### src/sv/u8dw_pkg.sv
package u8dw_pkg;

	localparam int NUM_WIDE = 14;

	localparam logic [20:0] WIDE_LO [NUM_WIDE] = '{
		21'h01100, 21'h02329, 21'h02E80, 21'h03040, 21'h0AC00, 21'h0F900, 21'h0FE10,
		21'h0FE30, 21'h0FF00, 21'h0FFE0, 21'h1F300, 21'h1F900, 21'h20000, 21'h30000
	};

	localparam logic [20:0] WIDE_HI [NUM_WIDE] = '{
		21'h01160, 21'h0232B, 21'h0303F, 21'h0A4D0, 21'h0D7A4, 21'h0FB00, 21'h0FE1A,
		21'h0FE70, 21'h0FF61, 21'h0FFE7, 21'h1F650, 21'h1FA00, 21'h2FFFE, 21'h3FFFE
	};

	localparam logic [20:0] WIDTH_LIMIT = 21'h3FFFE;

	localparam logic [1:0] WIDTH_NONE   = 2'd0;
	localparam logic [1:0] WIDTH_NORMAL = 2'd1;
	localparam logic [1:0] WIDTH_WIDE   = 2'd2;

	typedef struct packed {
		logic [7:0] first_byte;
		logic [7:0] second_byte;
		logic [7:0] third_byte;
		logic [7:0] fourth_byte;
		logic [2:0] bytes_available;
	} in_t;

	typedef struct packed {
		logic [20:0] scalar;
		logic [2:0]  char_length;
		logic [1:0]  fault_position;
		logic [2:0]  advance;
		logic [1:0]  display_width;
	} out_t;

	typedef struct packed {
		logic [20:0] scalar;
		logic [2:0]  char_length;
		logic [1:0]  fault_position;
	} dec_t;

endpackage

### src/sv/u8dw_decode.sv
module u8dw_decode (
	input  u8dw_pkg::in_t  din,
	output u8dw_pkg::dec_t dout
);

	logic [2:0] avail;
	logic       c1;
	logic       c2;
	logic       c3;
	logic [2:0] len;
	logic [1:0] pos;

	assign avail = (din.bytes_available > 3'd4) ? 3'd4 : din.bytes_available;
	assign c1 = (din.second_byte[7:6] == 2'b10);
	assign c2 = (din.third_byte[7:6] == 2'b10);
	assign c3 = (din.fourth_byte[7:6] == 2'b10);

	always_comb begin
		len = 3'd0;
		pos = 2'd0;
		if (avail < 3'd1) begin
			len = 3'd0;
		end else if (!din.first_byte[7]) begin
			len = 3'd1;
		end else if (avail < 3'd2) begin
			len = 3'd0;
		end else if (!c1) begin
			pos = 2'd1;
		end else if (din.first_byte[7:5] == 3'b110) begin
			len = 3'd2;
		end else if (avail < 3'd3) begin
			len = 3'd0;
		end else if (!c2) begin
			pos = 2'd2;
		end else if (din.first_byte[7:4] == 4'b1110) begin
			len = 3'd3;
		end else if (avail < 3'd4) begin
			len = 3'd0;
		end else if (!c3) begin
			pos = 2'd3;
		end else if (din.first_byte[7:3] == 5'b11110) begin
			len = 3'd4;
		end
	end

	always_comb begin
		dout.char_length = len;
		dout.fault_position = pos;
		case (len)
			3'd1: dout.scalar = {13'd0, din.first_byte};
			3'd2: dout.scalar = {10'd0, din.first_byte[4:0], din.second_byte[5:0]};
			3'd3: dout.scalar = {5'd0, din.first_byte[3:0], din.second_byte[5:0],
				din.third_byte[5:0]};
			3'd4: dout.scalar = {din.first_byte[2:0], din.second_byte[5:0],
				din.third_byte[5:0], din.fourth_byte[5:0]};
			default: dout.scalar = 21'd0;
		endcase
	end

endmodule

### src/sv/u8dw_width.sv
module u8dw_width (
	input  logic [20:0] scalar,
	output logic [1:0]  display_width
);

	logic [u8dw_pkg::NUM_WIDE-1:0] hit;

	always_comb begin
		for (int i = 0; i < u8dw_pkg::NUM_WIDE; i++) begin
			hit[i] = (scalar >= u8dw_pkg::WIDE_LO[i]) && (scalar < u8dw_pkg::WIDE_HI[i]);
		end
	end

	always_comb begin
		if (scalar < 21'h80) begin
			if ((scalar >= 21'h20 && scalar <= 21'h7E) ||
				(scalar >= 21'h09 && scalar <= 21'h0D)) begin
				display_width = u8dw_pkg::WIDTH_NORMAL;
			end else begin
				display_width = u8dw_pkg::WIDTH_NONE;
			end
		end else if (|hit) begin
			display_width = u8dw_pkg::WIDTH_WIDE;
		end else if (scalar >= u8dw_pkg::WIDTH_LIMIT) begin
			display_width = u8dw_pkg::WIDTH_NONE;
		end else begin
			display_width = u8dw_pkg::WIDTH_NORMAL;
		end
	end

endmodule

### src/sv/utf8_decode_with_width_unit.sv
// UTF-8 first-character decoder with display width.
// Decode and width lookup sit between the input register and the result register.
// Throughput: one transaction per cycle while out_ready does not stall the result register.
// An empty input register accepts while a result waits at the output.
// Reset (arst_n low, asynchronous) clears both valid flags; payload registers are not reset.
module utf8_decode_with_width_unit (
	input  logic           clk,
	input  logic           arst_n,
	input  logic           in_valid,
	output logic           in_ready,
	input  u8dw_pkg::in_t  in_data,
	output logic           out_valid,
	input  logic           out_ready,
	output u8dw_pkg::out_t out_data
);

	u8dw_pkg::in_t  in_s1;
	logic           valid_s1;
	u8dw_pkg::dec_t dec;
	logic [1:0]     wid;
	u8dw_pkg::out_t res;
	u8dw_pkg::out_t res_s2;
	logic           valid_s2;
	logic           adv_s1;

	assign adv_s1 = !valid_s2 || out_ready;
	assign in_ready = !valid_s1 || adv_s1;

	u8dw_decode u_decode (
		.din  (in_s1),
		.dout (dec)
	);

	u8dw_width u_width (
		.scalar        (dec.scalar),
		.display_width (wid)
	);

	always_comb begin
		res.scalar = dec.scalar;
		res.char_length = dec.char_length;
		if (dec.char_length != 3'd0) begin
			res.fault_position = 2'd0;
			res.advance = dec.char_length;
			res.display_width = wid;
		end else begin
			res.fault_position = dec.fault_position;
			res.advance = 3'd1;
			res.display_width = u8dw_pkg::WIDTH_NONE;
		end
	end

	always_ff @(posedge clk or negedge arst_n) begin
		if (!arst_n) begin
			valid_s1 <= 1'b0;
			valid_s2 <= 1'b0;
		end else begin
			if (in_ready) begin
				valid_s1 <= in_valid;
			end
			if (adv_s1) begin
				valid_s2 <= valid_s1;
			end
		end
	end

	always_ff @(posedge clk) begin
		if (in_ready && in_valid) begin
			in_s1 <= in_data;
		end
		if (adv_s1 && valid_s1) begin
			res_s2 <= res;
		end
	end

	assign out_valid = valid_s2;
	assign out_data = res_s2;

	a_fault_form: assert property (@(posedge clk) disable iff (!arst_n)
		(valid_s2 && res_s2.char_length == 3'd0) |->
		(res_s2.advance == 3'd1 && res_s2.scalar == 21'd0 &&
		res_s2.display_width == u8dw_pkg::WIDTH_NONE))
		else $error("fault result malformed");

	a_ok_form: assert property (@(posedge clk) disable iff (!arst_n)
		(valid_s2 && res_s2.char_length != 3'd0) |->
		(res_s2.advance == res_s2.char_length && res_s2.fault_position == 2'd0))
		else $error("success result malformed");

	a_accept_fill: assert property (@(posedge clk) disable iff (!arst_n)
		(in_valid && in_ready) |=> valid_s1)
		else $error("accepted transaction lost in input register");

	a_no_drop: assert property (@(posedge clk) disable iff (!arst_n)
		(valid_s1 && !adv_s1) |=> (valid_s1 && $stable(in_s1)))
		else $error("stalled input register changed");

endmodule
### config.mk
export PLATFORM = sky130hd
export DESIGN_NAME = utf8_decode_with_width_unit
export DESIGN_NICKNAME = d
export VERILOG_FILES = /design/src/sv/u8dw_pkg.sv /design/src/sv/u8dw_decode.sv /design/src/sv/u8dw_width.sv /design/src/sv/utf8_decode_with_width_unit.sv
export SDC_FILE = /design/constraint.sdc
export NUM_CORES = 1
export LEC_CHECK = 0
export ABC_CLOCK_PERIOD_IN_PS = 4770
export BUFFER_PORTS_ARGS = -buffer_cell sky130_fd_sc_hd__buf_2
export CAP_MARGIN = 30
export CORE_ASPECT_RATIO = 2
export CORE_MARGIN = 2
export CORE_UTILIZATION = 40
export CTS_BUF_LIST = sky130_fd_sc_hd__clkbuf_16
export DETAILED_ROUTE_END_ITERATION = 8
export PLACE_DENSITY = 0.7
export SLEW_MARGIN = 30
export SYNTH_ARGS = -nofsm -noshare
export SYNTH_HDL_FRONTEND = slang
export SYNTH_HIERARCHICAL = 1
export SYNTH_SLANG_ARGS = --single-unit
### constraint.sdc
create_clock -name clk -period 4.77 [get_ports clk]
set_clock_uncertainty 0.2 [all_clocks]
set_input_delay 0.2385 -clock clk [delete_from_list [all_inputs] [get_ports clk]]
set_output_delay 0.2385 -clock clk [all_outputs]
set_load 0.02 [all_outputs]
==> key figures, run 1 <==
Status
  • Status: complete, no violations

Power
  • Pwr Density: 339 nW/um^2
  • Largest vdd supply drop: 0.262 mV
  • Leakage power: 1.71 nW

Clocking
  • Post-CTS setup buffers: 0
  • Root Buffer: clkbuf_16
  • Clock-pin slew on the worst setup and hold paths: 0.05 ns
  • TritonCTS Sinks: 68
  • Clock buffer depth: 2
  • CTS tree: done
  • Worst skew pair latency: 0.33 ns
  • Clock buffer count from CTS: 9
  • H-tree depth: 3

Timing
  • Post-route setup slack: 0.745 ns
  • Tightest Pin Transition: 0.765 ns
  • RSZ-0062 raised after global routing: false
  • Endpoints failing setup: 0
  • Final Hold Violating Endpoints: 0
  • Worst slew margin: 0.484
  • Post-route setup TNS: 0 ns
  • Fin crit period: 4.02 ns
  • Max Fclk: 248 MHz
  • Fin crit share: 0.844
  • Fin. max-slew vios: 0

Critical path
  • FF-to-FF Start: in_s1[32]
  • Worst Reg2Reg Path Length in Cells: 11
  • CP startpoint kind: flip-flop
  • Crit path capture type: flip-flop
  • Maximum fanout along the worst path: 16
  • Crit path arrival time: 3.90 ns
  • CP required: 4.64 ns
  • Worst R2R End: out_data[1]
  • FF-to-FF setup slack: 0.75 ns
  • WS Path Type: flip-flop to flip-flop

GRT
  • Antenna violations before repair: 0
  • Met1 Use GR: 0.200
  • Met2 Use GR: 0.380
  • Vias in the first global route: 2666
  • Total track usage: 0.206
  • Largest net degree at the start of global routing: 36
  • Global-route wire length before repair: 13600 microns
  • GRT Max-Usage Layer: met2
  • Grt ovf: 0
  • Met3 GRT Util: 0.0372

Hold path
  • Worst hold path class: input pin to flip-flop
  • Worst Hold End: out_valid
  • Worst hold path depth: 3
  • Hold Path Origin: out_ready

Placed design
  • Dpl hpwl: 6070 microns
  • Number of buffers added on ports: 71
  • GPL Wtd Cong: 0.977
  • Setup WS pre-CTS: 0.795 ns

Floorplanning
  • Starting Density: 0.407
  • Core area: 8230 sq um
  • Die width: 68.7 microns
  • Die ar.: 9170 sq um
  • Site row count: 47
  • Die Span Y: 133 microns
  • Ports: 72

Synth
  • Top FF cell, synth: edfxtp_1
  • Mapped Area: 3350 sq um
  • Leading area contributor after synthesis: edfxtp_1
  • Syn Nets: 298
  • Post-synth EDFFs: 66
  • Yosys top cell area share: 0.591
  • Fraction of registers with async set or reset after synthesis: 0.0294
  • Syn Inst Count: 259
  • Avg Cell Area, Syn: 12.9 sq um
  • Flops & latches, synth: 68
  • Yosys warns: 6
  • Sequential-to-total area share from yosys stat: 0.606
  • Synth top area cells: edfxtp_1 (59%), a22o_1 (2.4%), and2_1 (1.9%), nand2_1 (1.8%), a221o_1 (1.5%)
  • Synth unique cells: 65

Routing
  • Routed length per placed instance: 18.2 microns
  • Final ANT Viol Nets: 0
  • Vias: 2648
  • Vias/cell: 5.61
  • DR iter-0 viols: 264
  • DRT Wirelength: 8580 microns
  • DRC: 0
  • DR pass1 iterations: 4

Cells and area
  • Synthesis-to-layout area growth: 32.8%
  • Most common cell after layout, fill and taps aside: buf_2
  • Diode count: 0
  • Nets: 408
  • Layout cells sized above 1: 0.291
  • Most frequent cells in the layout: buf_2 (71), edfxtp_1 (66), dlygate4sd3_1 (37), nand2_1 (16), nor2_1 (13)

Flow run
  • Max Cap Viol: 0
-- power by group --
part | total (mW) | leakage [nW] | switching, mW | internal, mW
clock | 0.626 | 0.141 | 0.230 | 0.396
sequential | 0.724 | 0.666 | 0.0209 | 0.704
combinational | 0.160 | 0.903 | 0.0938 | 0.0665
total | 1.51 | 1.71 | 0.344 | 1.17
-- through the flow --
step	std cells	util	area, sq um	power [mW]	hold slack (ns)
2_1_floorplan	259	-	3350	0.816	-0.257
3_3_place_gp	419	0.461	3800	0.868	-0.177
3_5_place_dp	419	0.461	3800	0.872	-0.176
4_1_cts	472	0.541	4450	1.51	0.00174
5_1_grt	472	0.541	4450	1.56	0.0437
6_report	472	0.541	4450	1.51	0.0121
-- metal layers --
metal | up-vias | routed length (microns)
met1 | 1253 | 2790
met3 | 36 | 363
met2 | 102 | 4990
li1 | 1257 | -
met4 | 0 | 425
met5 | - | 0
-- synth_stat cells, drive strengths merged, types with 4 or more instances --
library cell,n
nand4b,4
edfxtp,66
or4,4
a221o,5
nand3,5
and2,11
nor4,6
o21ai,8
buf,6
inv,7
a31oi,4
nor2,13
a22oi,6
or3,6
nand2b,8
clkbuf,10
a21oi,6
a22o,9
nand2,16
nor3,7
nor2b,4
-- cell families after synthesis --
| logic type | synth area share |
|---|---|
| AOI/OAI and AO/OA | 0.162 |
| xor gates and xnor gates | 0.00523 |
| buffers and inverters | 0.0358 |
| DFF | 0.606 |
| muxes | 0.00299 |
| and+or+nand+nor | 0.188 |
-- worst max-delay path by stage --
| stage | start | to | slack [ns] | cells after the start |
|---|---|---|---|---|
| after CTS | in_s1[31] | out_data[0] | 0.79 | 11 |
| after floorplan | in_s1[31] | out_data[1] | 1.11 | 12 |
| final | in_s1[32] | out_data[1] | 0.75 | 11 |
| after global routing | in_s1[32] | out_data[0] | 0.57 | 12 |
| after detailed placement | in_s1[31] | out_data[1] | 0.80 | 10 |
| after global placement | in_s1[32] | out_data[1] | 0.81 | 11 |
-- critical path: stages, from the launching register on --
cell      delay [ns]
edfxtp_1        0.56
nand3_2         0.25
nor4_4          0.34
buf_4           0.25
a222oi_1        0.10
inv_1           0.32
and2_2          0.26
a31oi_1         0.08
or4_1           0.53
a32o_1          0.22
or4_4           0.53
nor2b_1         0.14
-- registers in the layout, indices dropped and copies added, names as in the netlist --
name	count
in_s1	35
out_data	31
out_valid	1
valid_s1	1
-- final cells by class --
class,instances,area [sq um]
clock buffer,9,225
clock inverter,7,58.8
fill,726,3780
inverter,7,26.3
multi-input combinational,168,1210
sequential,68,2030
tap,98,123
timing repair buffer,115,778
-- repair_timing --
| item | in CTS | in global routing |
|---|---|---|
| hold endpoints to repair | 38 | 0 |
| hold buffers | 37 | 0 |
| resized for setup | 0 | 0 |
(Power assumes the default switching activity.)
==> inputs of run 2 (changes only) <==
--- a/config.mk
+++ b/config.mk
@@ -5,7 +5,7 @@
 export SDC_FILE = /design/constraint.sdc
 export NUM_CORES = 1
 export LEC_CHECK = 0
-export ABC_CLOCK_PERIOD_IN_PS = 4770
+export ABC_CLOCK_PERIOD_IN_PS = 4000
 export BUFFER_PORTS_ARGS = -buffer_cell sky130_fd_sc_hd__buf_2
 export CAP_MARGIN = 30
 export CORE_ASPECT_RATIO = 2
==> constraint.sdc (replaced) <==
create_clock -name clk -period 4 [get_ports clk]
set_clock_uncertainty 0.2 [all_clocks]
set_input_delay 0.2 -clock clk [delete_from_list [all_inputs] [get_ports clk]]
set_output_delay 0.2 -clock clk [all_outputs]
set_load 0.02 [all_outputs]
==> key figures, run 2 (synthesis gave the netlist of run 1 again) <==
Placed design
  • GPL Wtd Cong: 0.946 (-3.1%)
  • Dpl hpwl: 6820 microns (+12%)
  • Number of buffers added on ports: 71 (unchanged)
  • Setup WS pre-CTS: 0.0986 ns (-0.697 ns)

Cells and area
  • Layout cells sized above 1: 0.339 (+0.0477)
  • Largest Register: in_s1
  • Number of flip-flops in the largest register: 35 (unchanged)
  • Most common cell after layout, fill and taps aside: buf_2
  • Nets: 435 (+6.6%)
  • Synthesis-to-layout area growth: 39.5%
  • Diode count: 0 (unchanged)
  • Most frequent cells in the layout: buf_2 (71), edfxtp_1 (66), dlygate4sd3_1 (40), buf_4 (31), nand2_1 (16)

GRT
  • Global-route wire length before repair: 14300 microns (+5.7%)
  • Total track usage: 0.220 (+0.0133)
  • Antenna violations before repair: 0 (unchanged)
  • Vias in the first global route: 2834 (+6.3%)
  • Grt ovf: 0 (unchanged)
  • Largest net degree at the start of global routing: 36 (unchanged)

Critical path
  • Crit path capture type: flip-flop
  • Worst Reg2Reg Path Length in Cells: 10 (-1)
  • Worst R2R End: out_data[0]
  • CP required: 3.88 ns (-0.76 ns)
  • Maximum fanout along the worst path: 7 (-9)
  • CP startpoint kind: flip-flop
  • Crit path arrival time: 3.73 ns (-0.17 ns)
  • FF-to-FF Start: in_s1[31]
  • FF-to-FF setup slack: 0.14 ns (-0.60 ns)
  • WS Path Type: flip-flop to flip-flop

Routing
  • DR pass1 iterations: 4 (unchanged)
  • DRC: 0 (unchanged)
  • Vias: 2806 (+6.0%)
  • DR iter-0 viols: 176 (-33%)
  • DRT Wirelength: 9310 microns (+8.6%)
  • Vias/cell: 5.62 (+0.23%)
  • Routed length per placed instance: 18.7 microns (+2.7%)
  • Final ANT Viol Nets: 0 (unchanged)

Clocking
  • Root Buffer: clkbuf_16
  • Clock buffer count from CTS: 9 (unchanged)
  • Worst skew pair latency: 0.33 ns (about the same)
  • Clock-pin slew on the worst setup and hold paths: 0.05 ns (about the same)
  • Clock buffer depth: 2 (unchanged)
  • H-tree depth: 3 (unchanged)
  • TritonCTS Sinks: 68 (unchanged)
  • CTS tree: done

Floorplanning
  • Starting Density: 0.407 (unchanged)
  • Core area: 8230 sq um (unchanged)
  • Ports: 72 (unchanged)
  • Site row count: 47 (unchanged)
  • Die ar.: 9170 sq um (unchanged)
  • Die Span Y: 133 microns (unchanged)
  • Die width: 68.7 microns (unchanged)

Flow run
  • Max Cap Viol: 0 (unchanged)

Timing
  • WHS: 0.309 ns (+0.297 ns)
  • Final Hold Violating Endpoints: 0 (unchanged)
  • Max Fclk: 259 MHz (+4.4%)
  • Fin. max-slew vios: 0 (unchanged)
  • Fin crit period: 3.86 ns (-0.170 ns)
  • Post-route setup slack: 0.145 ns (-0.600 ns)
  • Worst slew margin: 0.540 (+0.0559)
  • Tightest Pin Transition: 0.687 ns (-0.0779 ns)
  • Post-route setup TNS: 0 ns (unchanged)
  • RSZ-0062 raised after global routing: false
  • Endpoints failing setup: 0 (unchanged)
  • Fin crit share: 0.964 (+0.120)

Status
  • Status: complete, no violations

Power
  • Pwr Density: 390 nW/um^2 (+15%)
  • Leakage power: 1.85 nW (+8.3%)
  • Largest vdd supply drop: 0.348 mV (+33%)

Hold path
  • Worst hold path depth: 1 (-2)
  • Hold Path Origin: valid_s1
  • Worst Hold End: out_valid
  • Worst hold path class: flip-flop to flip-flop
-- run 2: cell types whose count changed in the layout (fill, tap and decap cells not counted), sizes merged --
| cell | previous run | this run |
|---|---|---|
| clkinv | 4 | 5 |
| clkinvlp | 1 | 0 |
| buf | 78 | 102 |
| dlygate4sd3 | 37 | 40 |
-- run 2: metrics by stage --
step | cells | instance area (sq um) | util | power, mW
2_1_floorplan | 259 | 3350 | - | 0.973
3_3_place_gp | 438 | 3940 | 0.478 | 1.05
3_5_place_dp | 438 | 3940 | 0.478 | 1.05
4_1_cts | 494 | 4620 | 0.562 | 1.82
5_1_grt | 499 | 4680 | 0.568 | 1.89
6_report | 499 | 4680 | 0.568 | 1.82
-- run 2: how the worst max path moves through the flow --
stage               depth (start not counted)           to  startpoint
global placement                           11  out_data[1]    in_s1[2]
CTS                                        11  out_data[1]    in_s1[2]
global route                               13  out_data[0]    in_s1[2]
finish                                     10  out_data[0]   in_s1[31]
detailed placement                         11  out_data[1]    in_s1[2]
floorplan                                  12  out_data[1]   in_s1[31]
-- run 2: worst max-delay path, cell delays in order, from the launching register on --
cell and delay (ns):
edfxtp_1 0.41, or3b_4 0.45, nor4_4 0.46, buf_4 0.21, a22o_1 0.17, or4b_2 0.65
a2111o_1 0.45, a31oi_1 0.22, or4_4 0.20, o21ai_2 0.04, nor2b_1 0.14
-- run 2: report_power, final --
group | leakage [nW] | switching [mW] | internal [mW]
logic | 1.04 | 0.118 | 0.0920
clock network | 0.143 | 0.276 | 0.473
registers | 0.666 | 0.0248 | 0.839
-- run 2: cell type report --
type / count / area [sq um]
Clock buffer: 9 / 225
Clock inverter: 7 / 58.8
Fill cell: 707 / 3560
Inverter: 7 / 26.3
Multi-Input combinational cell: 168 / 1220
Sequential cell: 68 / 2030
Tap cell: 98 / 123
Timing Repair Buffer: 142 / 988
-- run 2: routing by layer --
metal / vias to the layer above / share of wire / GRT usage
met5: - / 0 / 0
met4: 0 / 0.070 / 0.154
met3: 40 / 0.039 / 0.0405
met1: 1339 / 0.32 / 0.207
li1: 1313 / - / -
met2: 114 / 0.57 / 0.396
-- run 2: timing repair --
item | CTS | global route
buffers inserted | 0 | 5
hold endpoints to repair | 39 | 0
setup endpoints to repair | 0 | 2
hold buffers | 40 | 0
gates resized for setup | 0 | 5
